===== src/hdl/mpsm_pkg.sv =====
// ----------------------------------------------------------------------------
// mpsm_pkg: shared definitions for the multi-pattern stream matcher
// Sizes, opcodes, beat payload structs and the match queue entry type.
// ----------------------------------------------------------------------------
package mpsm_pkg;

  localparam int PATTERN_SLOTS       = 8;
  localparam int MAX_PATTERN_LENGTH  = 16;
  localparam int DEFAULT_QUEUE_DEPTH = 4;

  localparam int SLOT_W     = $clog2(PATTERN_SLOTS);
  localparam int IDX_W      = $clog2(MAX_PATTERN_LENGTH);
  localparam int LEN_W      = $clog2(MAX_PATTERN_LENGTH + 1);
  localparam int HIST_DEPTH = MAX_PATTERN_LENGTH - 1;
  localparam int BYTE_W     = 8;
  localparam int POS_W      = 32;

  typedef enum logic [1:0] {
    OP_LOAD_BYTE  = 2'd0,
    OP_SET_LENGTH = 2'd1,
    OP_TEXT_BYTE  = 2'd2
  } opcode_t;

  typedef logic [PATTERN_SLOTS-1:0] slot_mask_t;
  typedef logic [LEN_W-1:0]         len_t;

  typedef struct packed {
    logic [1:0]        opcode;
    logic [SLOT_W-1:0] pattern_slot;
    logic [IDX_W-1:0]  byte_index;
    logic [BYTE_W-1:0] byte_value;
    len_t              pattern_length;
    logic              new_text;
  } item_t;

  typedef struct packed {
    logic [SLOT_W-1:0] matched_slot;
    logic [POS_W-1:0]  start_position;
    logic              last;
  } result_t;

  typedef struct packed {
    slot_mask_t                 mask;
    logic [POS_W-1:0]           position;
    len_t [PATTERN_SLOTS-1:0]   lens;
  } match_entry_t;

endpackage


===== src/hdl/mpsm_back.sv =====
// ----------------------------------------------------------------------------
// mpsm_back: result drain
// Takes one queued hit mask at a time and sends one result beat per set
// bit, lowest slot first, flagging the beat of the highest set bit as last.
// ----------------------------------------------------------------------------
module mpsm_back import mpsm_pkg::*; (
  input  logic         clk,
  input  logic         rst,
  input  logic         head_valid,
  input  match_entry_t head,
  output logic         pop,
  output logic         result_valid,
  input  logic         result_ready,
  output result_t      result
);

  logic                     busy;
  slot_mask_t               pending;
  logic [POS_W-1:0]         position;
  len_t [PATTERN_SLOTS-1:0] lens;

  logic [SLOT_W-1:0] sel;
  slot_mask_t        rest;
  logic              is_last;
  logic              fire;

  always_comb begin
    sel = '0;
    for (int i = PATTERN_SLOTS - 1; i >= 0; i--) begin
      if (pending[i]) begin
        sel = SLOT_W'(i);
      end
    end
  end

  assign rest    = pending & (pending - slot_mask_t'(1));
  assign is_last = (rest == '0);
  assign fire    = busy && (!result_valid || result_ready);
  assign pop     = head_valid && (!busy || (fire && is_last));

  always_ff @(posedge clk) begin
    if (fire) begin
      result <= '{matched_slot:   sel,
                  start_position: position - POS_W'(lens[sel]) + POS_W'(1),
                  last:           is_last};
    end
    if (pop) begin
      position <= head.position;
      lens     <= head.lens;
    end
  end

  always_ff @(posedge clk) begin
    if (rst) begin
      busy         <= 1'b0;
      pending      <= '0;
      result_valid <= 1'b0;
    end else begin
      if (fire) begin
        result_valid <= 1'b1;
      end else if (result_ready) begin
        result_valid <= 1'b0;
      end
      if (pop) begin
        busy    <= 1'b1;
        pending <= head.mask;
      end else if (fire) begin
        pending <= rest;
        if (is_last) begin
          busy <= 1'b0;
        end
      end
    end
  end

  a_busy_has_work: assert property (@(posedge clk) disable iff (rst)
    busy |-> pending != '0)
    else $error("drain busy with no pending match");

endmodule


===== config.mk =====
export PLATFORM = sky130hd
export DESIGN_NAME = mpsm_back
export DESIGN_NICKNAME = d
export VERILOG_FILES = /design/src/hdl/mpsm_pkg.sv /design/src/hdl/mpsm_back.sv
export SDC_FILE = /design/constraint.sdc
export NUM_CORES = 1
export LEC_CHECK = 0
export BUFFER_PORTS_ARGS = -buffer_cell sky130_fd_sc_hd__buf_2
export CAP_MARGIN = 5
export CORE_MARGIN = 2
export CORE_UTILIZATION = 45
export DETAILED_ROUTE_END_ITERATION = 8
export GPL_ROUTABILITY_DRIVEN = 0
export GPL_TIMING_DRIVEN = 0
export PLACE_DENSITY = 0.64
export SLEW_MARGIN = 20
export SYNTH_ARGS = -nofsm -noshare
export SYNTH_HDL_FRONTEND = slang
export SYNTH_SLANG_ARGS = --single-unit

===== constraint.sdc =====
create_clock -name clk -period 6.02 [get_ports clk]
set_input_delay 0.301 -clock clk [delete_from_list [all_inputs] [get_ports clk]]
set_output_delay 0.301 -clock clk [all_outputs]
set_load 0.01 [all_outputs]

==> summary.md <==
| Metric | Value |
|---|---|
| Vias in the first global route | approximately 4400 |
| DRT iter0 DRCs | 211 |
| Synth async-reset ratio | 0 |
| Met2 routed WL | 6310 microns |
| Fill cells | approximately 1100 |
| Most instantiated library cell after synthesis | edfxtp_1 |
| Via count of the routed design | ~4400 |
| Top cells by area, synth | edfxtp_1 (53%), ha_1 (7.1%), inv_1 (3.6%) |
| R2r setup slk | 740 ps |
| Post-CTS sizing | 0 |
| Syn nets | ~640 |
| YS warnings | 0 |
| Minimum clock period | 5280 ps |
| Residual DRC | 0 |
| Avg WL per Cell | ~15 microns |
| Post-synth cell types | 65 |
| FMAX | between 150 and 200 MHz |
| CTS tree | done |
| Post-synthesis compound-gate area fraction | 0.156 |
| Final worst slack | 735 ps |
| Top cell type's share of synthesized area | 0.527 |
| Row Count | 42 |
| R2R Path Start | pending[4]$_SDFFE_PP0P_ |
| Max layer used | met4 |
| Clk buf depth | 2 |
| Min-Delay Path Depth | 1 |
| Wl on met1 | 5380 microns |
| Mapped cell area | between 6000 and 7000 sq um |
| HP Class | in -> reg |
| Post-synth top cells | edfxtp_1 (108), inv_1 (59), a21oi_1 (39) |
| Area leader, netlist | edfxtp_1 |
| Share of the yosys chip area belonging to registers | 0.560 |
| Post CTS Setup Buffer Count | 0 |
| HP Start | head[27] |
| Vias per inst | just over 5 |
| Mux contribution to synthesized area | 0.0250 |
| Dpl ws | 781 ps |
| DR WL met3 | ~670 microns |
| Drt pass-1 iters | 4 |
| Cell Area, Placed | around 7000 sq um |
| Die Y-Extent | 121 microns |
| Setup TNS | 0 ps |
| Pwr dens | roughly 340 nW/um^2 |
| Worst R2R End | result[28]$_DFFE_PP_ |
| Final Hold Viols | 0 |
| Hpwl dp | about 9400 microns |
| Num CTS Buffers | 17 |
| Delay of the slowest critical-path stage | approximately 740 ps |
| Startpoint types | flop |
| Initial Utilization | 0.463 |
| Unrepaired setup endpoints after global routing | no |
| Lkg Pwr | between 3 and 4 nW |
| Crit-path cells | or2_2, o311ai_1, inv_1, a21oi_1, o211ai_1, o211a_1, ha_1, inv_1, ha_1, fa_1, a21oi_1, o211ai_1, a211oi_1, nor4_1, o31ai_1, xnor2_1 |
| Post-synth EDFFs | about 110 |
| Final Cycle Share | 0.878 |
| Element type at the critical path end | flop |
| Avg Inst Size Synth | between 10 and 15 sq um |
| Status | completed |
| Critical Path Fanout Max | 6 |
| Area growth from synthesis to layout | 23.0% |
| Max_slew headroom | 0.318 |
| Die X-Extent | between 100 and 150 microns |
| Htree depth | 4 |
| Reg2reg path depth | 16 |
| Worst-margin pin slew | a little over 1000 ps |
| Root buf cell | clkbuf_16 |
| Flops & latches, synth | around 120 |
| Mapped Cells | around 520 |
| Largest net degree at the start of global routing | 83 |
| Final slew viol count | 0 |
| Total GRT Usage | 0.180 |
| XOR/XNOR share of the synthesized area | 0.0370 |
| DIE AREA | around 15000 sq um |
| CP arrival | 5440 ps |
| Hold EP | lens[27]$_DFFE_PP_ |
| Global-route wire length before repair | just over 20000 microns |
| Clock Pin Slew Worst Setup and Hold Paths | approximately 60 ps |
| Final Setup Violations | 0 |
| Ys flop type | edfxtp_1 |
| Routed WL | between 10000 and 15000 microns |
| Critical path's slowest cell | o311ai_1 |
| Worst-Skew Late Latency | about 420 ps |
| Worst IR Drop VDD | roughly 210 uV |
| Synth Area in Simple Gates | 0.0952 |
| Pwr Total | around 0.0026 W |
| CP required | ~6200 ps |
| GRT Residual Overflow | 0 |
| Routed Antenna Nets | 0 |
| Adder and majority gate portion of the synthesized area | 0.0761 |
| CP Class | reg -> reg |
| Final instance area | around 7600 sq um |
| Number of buffers added on ports | 120 |
| Max-Cap Viols | 0 |
| Largest family of logic cells by synthesized area | compound AO/OA/AOI/OAI gates |
| Clock tree sinks | between 100 and 150 |
| Clock Skews | between 10 and 15 ps |
| Initial antenna violation count | 2 |
| Hold WS | around 54 ps |
| Io pins | about 120 |
| Share of cells above drive strength 1 | 0.269 |
| Fin nets | ~780 |
| Hold_buf cts | 0 |
| Area of the core | around 13000 sq um |
## cell usage in the layout (no fill, tap or decap), types with 7 or more instances in the layout
master,count
xnor2_1,18
inv_6,7
clkbuf_1,8
o21ai_0,20
ha_1,35
dfxtp_1,10
buf_2,120
nor3_1,7
xor2_1,8
nand2_1,33
o211ai_1,28
edfxtp_1,108
a21o_1,9
nor2_1,34
inv_1,58
a21oi_1,39
clkbuf_16,17
## area by class of cell
cell class                 instances  area, sq um  area share
clock buffer                      17          425      0.0562
timing repair buffer             121          621      0.0820
inverter                          59          221      0.0293
sequential                       118         3440       0.455
multi-input combinational        333         2390       0.316
buffer                            13         92.6      0.0122
antenna                            2         5.00    0.000661
clock inverter                    15          144      0.0190
tap                              176          220      0.0291
## critical path: cells and delay by family, from the launching register on
kind	cells	cell delay [ps]
and+or+nand+nor	2	620
buffers and inverters	2	180
adders and majority gates	3	910
AOI/OAI and AO/OA	8	2870
xor gates and xnor gates	1	90
DFF	1	350
## routing by layer
metal,up-vias,track usage
met5,-,0
met4,0,0.0974
met3,22,0.0484
met2,132,0.297
met1,2036,0.215
li1,2241,-
## worst max path at each step
stage / depth (start not counted) / end / slack [ps] / start
6_report: 16 / result[28]$_DFFE_PP_ / 740 / pending[4]$_SDFFE_PP0P_
5_1_grt: 16 / result[30]$_DFFE_PP_ / 440 / pending[4]$_SDFFE_PP0P_
4_1_cts: 16 / result[28]$_DFFE_PP_ / 750 / pending[4]$_SDFFE_PP0P_
3_5_place_dp: 16 / result[28]$_DFFE_PP_ / 780 / pending[4]$_SDFFE_PP0P_
3_3_place_gp: 16 / result[28]$_DFFE_PP_ / 820 / pending[4]$_SDFFE_PP0P_
2_1_floorplan: 17 / result[28]$_DFFE_PP_ / 1840 / pending[7]$_SDFFE_PP0P_
## report_power, final
group	leakage [nW]	internal, W	switching [W]	total, W
registers	1.12	0.00101	0.0000281	0.00104
clock network	0.270	0.000575	0.000387	0.000963
logic	1.76	0.000245	0.000329	0.000574
total	3.15	0.00183	0.000745	0.00258
## flip-flops by register name, indices dropped and copies added, names as in the netlist
signal	count
busy	1
lens	40
pending	8
position	32
result	36
result_valid	1
## cell families after synthesis
group / Yosys count
flops: 118
fa+ha+maj: 37
compound gates: 142
buf+inv: 72
xor+xnor: 26
simple gates: 119
mux: 9
## stage by stage
| step | util | cells |
|---|---|---|
| CTS | 0.569 | 852 |
| floorplan | - | 523 |
| global placement | 0.524 | 819 |
| detailed placement | 0.526 | 820 |
| finish | 0.569 | 854 |
| global route | 0.569 | 854 |
(Power assumes the default switching activity.)
