## src/hdl/mpsm_pkg.sv

```systemverilog
// ----------------------------------------------------------------------------
// mpsm_pkg: shared definitions for the multi-pattern stream matcher
// Sizes, opcodes, beat payload structs and the match queue entry type.
// ----------------------------------------------------------------------------
package mpsm_pkg;

  localparam int PATTERN_SLOTS       = 8;
  localparam int MAX_PATTERN_LENGTH  = 16;
  localparam int DEFAULT_QUEUE_DEPTH = 4;

  localparam int SLOT_W     = $clog2(PATTERN_SLOTS);
  localparam int IDX_W      = $clog2(MAX_PATTERN_LENGTH);
  localparam int LEN_W      = $clog2(MAX_PATTERN_LENGTH + 1);
  localparam int HIST_DEPTH = MAX_PATTERN_LENGTH - 1;
  localparam int BYTE_W     = 8;
  localparam int POS_W      = 32;

  typedef enum logic [1:0] {
    OP_LOAD_BYTE  = 2'd0,
    OP_SET_LENGTH = 2'd1,
    OP_TEXT_BYTE  = 2'd2
  } opcode_t;

  typedef logic [PATTERN_SLOTS-1:0] slot_mask_t;
  typedef logic [LEN_W-1:0]         len_t;

  typedef struct packed {
    logic [1:0]        opcode;
    logic [SLOT_W-1:0] pattern_slot;
    logic [IDX_W-1:0]  byte_index;
    logic [BYTE_W-1:0] byte_value;
    len_t              pattern_length;
    logic              new_text;
  } item_t;

  typedef struct packed {
    logic [SLOT_W-1:0] matched_slot;
    logic [POS_W-1:0]  start_position;
    logic              last;
  } result_t;

  typedef struct packed {
    slot_mask_t                 mask;
    logic [POS_W-1:0]           position;
    len_t [PATTERN_SLOTS-1:0]   lens;
  } match_entry_t;

endpackage

```

## src/hdl/mpsm_queue.sv

```systemverilog
// ----------------------------------------------------------------------------
// mpsm_queue: match queue between intake and result drain
// A small circular buffer of hit masks with their positions and lengths.
// ----------------------------------------------------------------------------
module mpsm_queue import mpsm_pkg::*; #(
  parameter int DEPTH = DEFAULT_QUEUE_DEPTH
) (
  input  logic         clk,
  input  logic         rst,
  input  logic         push,
  input  match_entry_t push_entry,
  output logic         full,
  input  logic         pop,
  output logic         head_valid,
  output match_entry_t head
);

  localparam int PTR_W = (DEPTH > 1) ? $clog2(DEPTH) : 1;
  localparam int CNT_W = $clog2(DEPTH + 1);

  match_entry_t     entries [DEPTH];
  logic [PTR_W-1:0] wr_ptr;
  logic [PTR_W-1:0] rd_ptr;
  logic [CNT_W-1:0] count;

  assign full       = (count == CNT_W'(DEPTH));
  assign head_valid = (count != '0);
  assign head       = entries[rd_ptr];

  always_ff @(posedge clk) begin
    if (push) begin
      entries[wr_ptr] <= push_entry;
    end
  end

  always_ff @(posedge clk) begin
    if (rst) begin
      wr_ptr <= '0;
      rd_ptr <= '0;
      count  <= '0;
    end else begin
      if (push) begin
        wr_ptr <= (wr_ptr == PTR_W'(DEPTH - 1)) ? '0 : wr_ptr + PTR_W'(1);
      end
      if (pop) begin
        rd_ptr <= (rd_ptr == PTR_W'(DEPTH - 1)) ? '0 : rd_ptr + PTR_W'(1);
      end
      if (push && !pop) begin
        count <= count + CNT_W'(1);
      end else if (pop && !push) begin
        count <= count - CNT_W'(1);
      end
    end
  end

  a_no_overflow: assert property (@(posedge clk) disable iff (rst) push |-> !full)
    else $error("push into a full match queue");

  a_no_underflow: assert property (@(posedge clk) disable iff (rst) pop |-> head_valid)
    else $error("pop from an empty match queue");

  a_empty_pointers: assert property (@(posedge clk) disable iff (rst)
    count == '0 |-> wr_ptr == rd_ptr)
    else $error("empty match queue with unequal pointers");

endmodule

```

## config.mk

```make
export PLATFORM = sky130hd
export DESIGN_NAME = mpsm_queue
export DESIGN_NICKNAME = d
export VERILOG_FILES = /design/src/hdl/mpsm_pkg.sv /design/src/hdl/mpsm_queue.sv
export SDC_FILE = /design/constraint.sdc
export NUM_CORES = 1
export LEC_CHECK = 0
export BUFFER_PORTS_ARGS = -buffer_cell sky130_fd_sc_hd__buf_2
export CORE_AREA = 5 5 173 299
export CTS_CLUSTER_DIAMETER = 150
export CTS_CLUSTER_SIZE = 40
export DETAILED_ROUTE_END_ITERATION = 12
export DIE_AREA = 0 0 178 304
export GPL_TIMING_DRIVEN = 0
export PLACE_DENSITY = 0.37
export SYNTH_ARGS = -nofsm -noshare
export SYNTH_HDL_FRONTEND = slang
export SYNTH_SLANG_ARGS = --single-unit
```

## constraint.sdc

```tcl
create_clock -name clk -period 3.7 [get_ports clk]
set_clock_uncertainty 0.2 [all_clocks]
set_input_delay 0.185 -clock clk [delete_from_list [all_inputs] [get_ports clk]]
set_output_delay 0.185 -clock clk [all_outputs]
set_load 0.005 [all_outputs]
```

==> impl_results.md, run 1 <==
- RSZ-0062 raised after global routing: no
- Max-cap violations: 0
- Via count: ~5500
- FF-to-FF End: entries[3][75]$_DFFE_PP_
- Post-layout min period: about 2800 ps
- Mean Syn Cell Area: 26.12 µm²
- Critical path arrival: roughly 2400 ps
- Initial Util: 24.70%
- Filler cells: 4744
- CTS sink cnt: between 300 and 400
- FF/Latch Area: approximately 9800 µm²
- P_leak: between 4 and 5 nW
- Post-DP Area: 13830 µm²
- Fmax: around 0.35 GHz
- Setup violations, final: 0
- Slew Limit Fails: 0
- Max VDD drop: 0.3375 mV
- Worst Hold Depth: 2
- R2r worst-path depth: 3
- First-pass GRT wire length: between 30000 and 40000 µm
- Pre-CTS setup slack: 1231 ps
- Vias in the first global route: 6406
- GRT Overall Usage: 9.606%
- DRC violation count after routing: 0
- Worst-margin pin slew: roughly 740 ps
- Cells after synthesis: roughly 460
- Final hold viol count: 0
- Synth warn: 0
- Mapped Nets: roughly 550
- Core Area: just under 50000 µm²
- HP Class: input pin to register
- Initial antenna violation count: 0
- Port bufs: 165
- Post-CTS Resized: 0
- Post-Synthesis Cell Area: ~12000 µm²
- Req. time, crit path: around 3300 ps
- Die X-Extent: 178 µm
- Slack of the worst reg-to-reg path: 1580 ps
- H-tree levels: 1
- Hold buffer count at cts: 83
- Status: finished, final reports clean
- Multi-input gate area: slightly above 2000 µm²
- Final Instance Area: roughly 15000 µm²
- Clk buf depth: 3
- Root Driver: clkbuf_16
- Drt pass-1 iters: 4
- Setup Buffers After CTS: 0
- Antenna-violating nets left: 0
- WL final: about 26000 µm
- Vias per cell: 4.001
- CTS Buf Count: 12
- Total Neg Setup Slack: 0 ps
- Hold endpoint: entries[1][50]$_DFFE_PP_
- Post-synth top area cell: edfxtp_1
- PnR Total Power: a little under 7 mW
- Type of origin of the critical path: register
- I/O pins: 166
- Final period utilization: around three quarters
- Share of cells above drive strength 1: roughly 39%
- Dpl hpwl: between 15000 and 20000 µm
- Die height: around 300 µm
- Clock-pin slew on the worst setup and hold paths: between 100 and 150 ps
- CTS tree: done
- Antenna Cells: 0
- Sequential fraction of the synthesis area: just over 80%
- Row count: around 110
- Synth Register Bits: 329
- Final critical-path setup slack: between 800 and 900 ps
- Crit path max fanout: 10
- Yosys cell types: 18
- Largest cells by area after synthesis: edfxtp_1 (80%), mux4_2 (15%), dfxtp_1 (1.5%)
- Routed len/inst: 18.91 µm
- Top cell type's share of synthesized area: between 70 and 80%
- Crit path kind: register to output port
- Largest net degree at the start of global routing: 44
- Total gr overflow: 0
- Iter 0 DRT Violations: 252
- Die area: around 54000 µm²
- Worst hold start: push_entry[50]
- Worst slew margin: 50.96%
- Worst Setup End Kind: output port
- PwrDens: about 450 nW/µm²
- RR Startpoint: wr_ptr[1]$_SDFFE_PP0P_
- P&R area growth vs syn: 24.54%
- Gpl congestion: approximately 0.67
- Clock latency on the worst-skew pair: around 530 ps
- Final nets: slightly above 800
==> sequential cells by signal, indices dropped and copies added, names as in the netlist, named ones only <==
name / count
count: 3
entries: 320
rd_ptr: 2
wr_ptr: 2
==> through the flow <==
| step | hold WS [ps] | utilization (%) | instances |
|---|---|---|---|
| 2_1_floorplan | 54.07 | - | 462 |
| 3_3_place_gp | 193.9 | 28.06 | 1281 |
| 3_5_place_dp | 201.6 | 28.31 | 1285 |
| 4_1_cts | 166.1 | 30.76 | 1385 |
| 5_1_grt | 165.7 | 30.76 | 1385 |
| 6_report | 201.9 | 30.76 | 1385 |
==> power breakdown <==
part	switching [mW]	total [mW]	leakage (nW)	internal (mW)
clock	1.08	1.75	0.175	0.668
sequential	0.0388	4.30	3.01	4.26
combinational	0.377	0.773	1.74	0.396
total	1.50	6.82	4.93	5.32
==> placed cells by master, fill, tap and decap left out, drive strengths merged <==
cell type	Yosys	routed
a21oi	2	2
and2	4	4
buf	18	187
clkbuf	0	16
clkinv	0	1
dfxtp	9	9
dlygate4sd3	0	83
edfxtp	320	320
fa	1	1
ha	6	6
inv	4	4
mux2i	4	4
mux4	80	80
nor2	7	7
nor3b	2	2
o21ai	1	1
or3	2	2
xor2	2	2
==> critical path: stages, from the launching register on <==
cell     delay (ps)
dfxtp_1         340
buf_1           550
buf_2           450
mux4_2          390
buf_2           150
==> layer usage <==
metal  track usage [%]  vias up  part of all wire, %
met4             2.449        0                  1.6
met5                 0        -                    0
met3             1.641       15                  4.7
li1                  -     2489                    -
met2             18.12      116                   55
met1             11.08     2922                   38
==> worst max path at each step <==
stage                                     to                   start
floorplan            entries[3][0]$_DFFE_PP_  wr_ptr[0]$_SDFFE_PP0P_
global placement    entries[2][73]$_DFFE_PP_  wr_ptr[0]$_SDFFE_PP0P_
detailed placement                  head[36]                register
CTS                                 head[36]                register
global route                        head[36]                register
finish                              head[30]                register
==> cell usage after synthesis <==
library cell	instances
a21oi_1	2
and2_1	4
buf_1	1
buf_12	8
buf_2	8
buf_6	1
dfxtp_1	9
edfxtp_1	320
fa_1	1
ha_1	6
inv_1	4
mux2i_1	4
mux4_2	80
nor2_1	7
nor3b_1	2
o21ai_0	1
or3_1	2
xor2_1	2
==> cell type report <==
cell class,count,area share [%]
Buffer,18,1.432
Clock buffer,16,2.239
Clock inverter,1,0.1998
Inverter,4,0.09990
Multi-Input combinational cell,111,13.69
Sequential cell,329,65.13
Tap cell,654,5.445
Timing Repair Buffer,252,11.75
==> logic make-up (layout without fill, tap and decap cells) <==
group	after synthesis	count (layout)	synth area share (%)
compound gates	3	3	0.1244
flops	329	329	81.12
fa+ha+maj	7	7	0.7880
mux	84	84	15.26
xor+xnor	2	2	0.1452
buf+inv	22	291	1.908
simple gates	15	15	0.6531
No activity file was read; power rests on OpenSTA's default activity.
==> run 2, diff against run 1 <==
- clock period: 3.7 -> 2.8 ns (I/O delays scaled with it)
==> impl_results.md, run 2 (same netlist as run 1, synthesis figures left out) <==
- Setup violations, final: 0 (unchanged)
- Initial Util: 24.70% (unchanged)
- Total Neg Setup Slack: 0 ps (unchanged)
- PwrDens: 600.4 nW/µm² (was 454.1 nW/µm²)
- Row count: 107 (unchanged)
- Core Area: 48870 µm² (unchanged)
- Crit path max fanout: 10 (unchanged)
- Final nets: 818 (was 819)
- Routed len/inst: 19.14 µm (was 18.91 µm)
- Fraction of power consumed by sequential logic: 63.0% (about the same)
- FF/Latch Area: 9789 µm² (unchanged)
- Clock Power Share: 25.7% (about the same)
- Worst Setup End Kind: output port (unchanged)
- Die area: 54110 µm² (unchanged)
- Final critical-path setup slack: 267.5 ps (was 875.7 ps)
- Port bufs: 165 (unchanged)
- Die height: 304 µm (unchanged)
- Initial antenna violation count: 1 (was 0)
- CTS sink cnt: 329 (unchanged)
- Filler cells: 4776 (was 4744)
- DRC violation count after routing: 0 (unchanged)
- WL final: 26510 µm (was 26190 µm)
- Gpl congestion: 0.6636 (was 0.6686)
- Clock-pin slew on the worst setup and hold paths: 150 ps (was 140 ps)
- Dpl hpwl: 17320 µm (was 16970 µm)
- Post-layout min period: between 2000 and 3000 ps
- Via count: 5564 (was 5542)
- Internal: 7.037 mW (was 5.325 mW)
- Worst-margin pin slew: 740.8 ps (was 735.6 ps)
- Final hold viol count: 0 (unchanged)
- Clk buf depth: 3 (unchanged)
- Drt pass-1 iters: 4 (unchanged)
- Post-CTS Resized: 0 (unchanged)
- Largest registers: entries (320), count (3) (unchanged)
- Die X-Extent: 178 µm (unchanged)
- Reg with most FFs: entries (unchanged)
- P_leak: 4.931 nW (was 4.932 nW)
- Max VDD drop: 0.5805 mV (was 0.3375 mV)
- Switching power: 1.986 mW (was 1.500 mW)
- GRT Overall Usage: 9.699% (was 9.606%)
- I/O pins: 166 (unchanged)
- Root Driver: clkbuf_16 (unchanged)
- Max-cap violations: 0 (unchanged)
- Iter 0 DRT Violations: 237 (was 252)
- CTS Buf Count: 12 (unchanged)
- Gate power share: 11.3% (about the same)
- Critical path arrival: 2190 ps (was 2440 ps)
- Final period utilization: around nine tenths
- Pre-CTS setup slack: 432.5 ps (was 1231 ps)
- RSZ-0062 raised after global routing: no (unchanged)
- H-tree levels: 1 (unchanged)
- Slew Limit Fails: 0 (unchanged)
- Vias per cell: 4.017 (was 4.001)
- Worst slew margin: 50.61% (was 50.96%)
- Final Instance Area: 15030 µm² (about the same)
- Share of cells above drive strength 1: 38.90% (was 38.85%)
- Crit path kind: register to output port (unchanged)
- PnR Total Power: 9.022 mW (was 6.824 mW)
- Total gr overflow: 0 (unchanged)
- Commonest non-fill, non-tap cell in the layout: edfxtp_1 (unchanged)
- Antenna-violating nets left: 0 (unchanged)
- Type of origin of the critical path: register (unchanged)
- Multi-input gate area: 2058 µm² (unchanged)
- Setup Buffers After CTS: 0 (unchanged)
- Fmax: approximately 0.39 GHz
- CTS tree: done (unchanged)
- Clock latency on the worst-skew pair: 520 ps (was 530 ps)
- Req. time, crit path: 2460 ps (was 3310 ps)
- First-pass GRT wire length: 39430 µm (was 39590 µm)
- Switching Fraction: 22.01% (was 21.97%)
- Status: finished, final reports clean (unchanged)
- Post-DP Area: 13830 µm² (unchanged)
- P&R area growth vs syn: 24.53% (was 24.54%)
- Max FFs per register: 320 (unchanged)
- Vias in the first global route: 6536 (was 6406)
- Most frequent cells in the layout: edfxtp_1 (320), buf_2 (173), dlygate4sd3_1 (83) (unchanged)
- HP Class: input pin to register (unchanged)
- Largest net degree at the start of global routing: 42 (was 44)
==> run 2: worst max-delay path: stages (launching register included) <==
cell and delay (ps):
dfxtp_1 690, buf_2 440, mux4_2 350, buf_2 170
==> run 2: cell type report <==
type	instances	share of cell area [%]
timing repair buffer	252	11.76
buffer	17	1.407
multi-input combinational	111	13.70
inverter	4	0.09991
clock inverter	1	0.1998
clock buffer	16	2.240
sequential	329	65.14
tap	654	5.445
antenna	1	0.01665
==> run 2: final timing paths <==
kind	startpoint	slack [ps]	end	cells after the start
setup / recovery	register	270	head[67]	3
hold reg to reg	count[2]$_SDFFE_PP0P_	340	count[2]$_SDFFE_PP0P_	2
hold / removal	push_entry[75]	150	entries[0][75]$_DFFE_PP_	2
setup reg to reg	wr_ptr[0]$_SDFFE_PP0P_	600	entries[3][35]$_DFFE_PP_	3
==> run 2: power by group through the flow <==
stage          Combinational [mW]  Sequential (mW)  Clock (mW)
6_report                     1.02             5.69        2.32
5_1_grt                      1.12             5.71        2.61
4_1_cts                      1.07             5.70        2.46
3_5_place_dp                0.974             5.80           0
3_3_place_gp                0.927             5.80           0
2_1_floorplan               0.497             5.79           0
==> run 2: per-layer routing <==
metal  part of all wire [%]  vias up  track usage (%)
li1                       -     2485                -
met2                     57      119            19.12
met3                    5.2       19            1.877
met4                    2.0        0            2.665
met5                      0        -                0
met1                     36     2941            10.20
==> run 2: metrics by stage <==
| step | instances | util [%] | hold slack [ps] |
|---|---|---|---|
| 4_1_cts | 1384 | 30.75 | 113.5 |
| 3_5_place_dp | 1285 | 28.31 | 159.2 |
| 6_report | 1385 | 30.75 | 150.3 |
| 3_3_place_gp | 1281 | 28.07 | 148.0 |
| 2_1_floorplan | 462 | - | 9.066 |
| 5_1_grt | 1385 | 30.75 | 130.1 |
==> run 2: repair_timing <==
item / in CTS / in global routing
hold endpoints to repair: 329 / 0
hold buffers: 83 / 0
setup endpoints to repair: 80 / 0
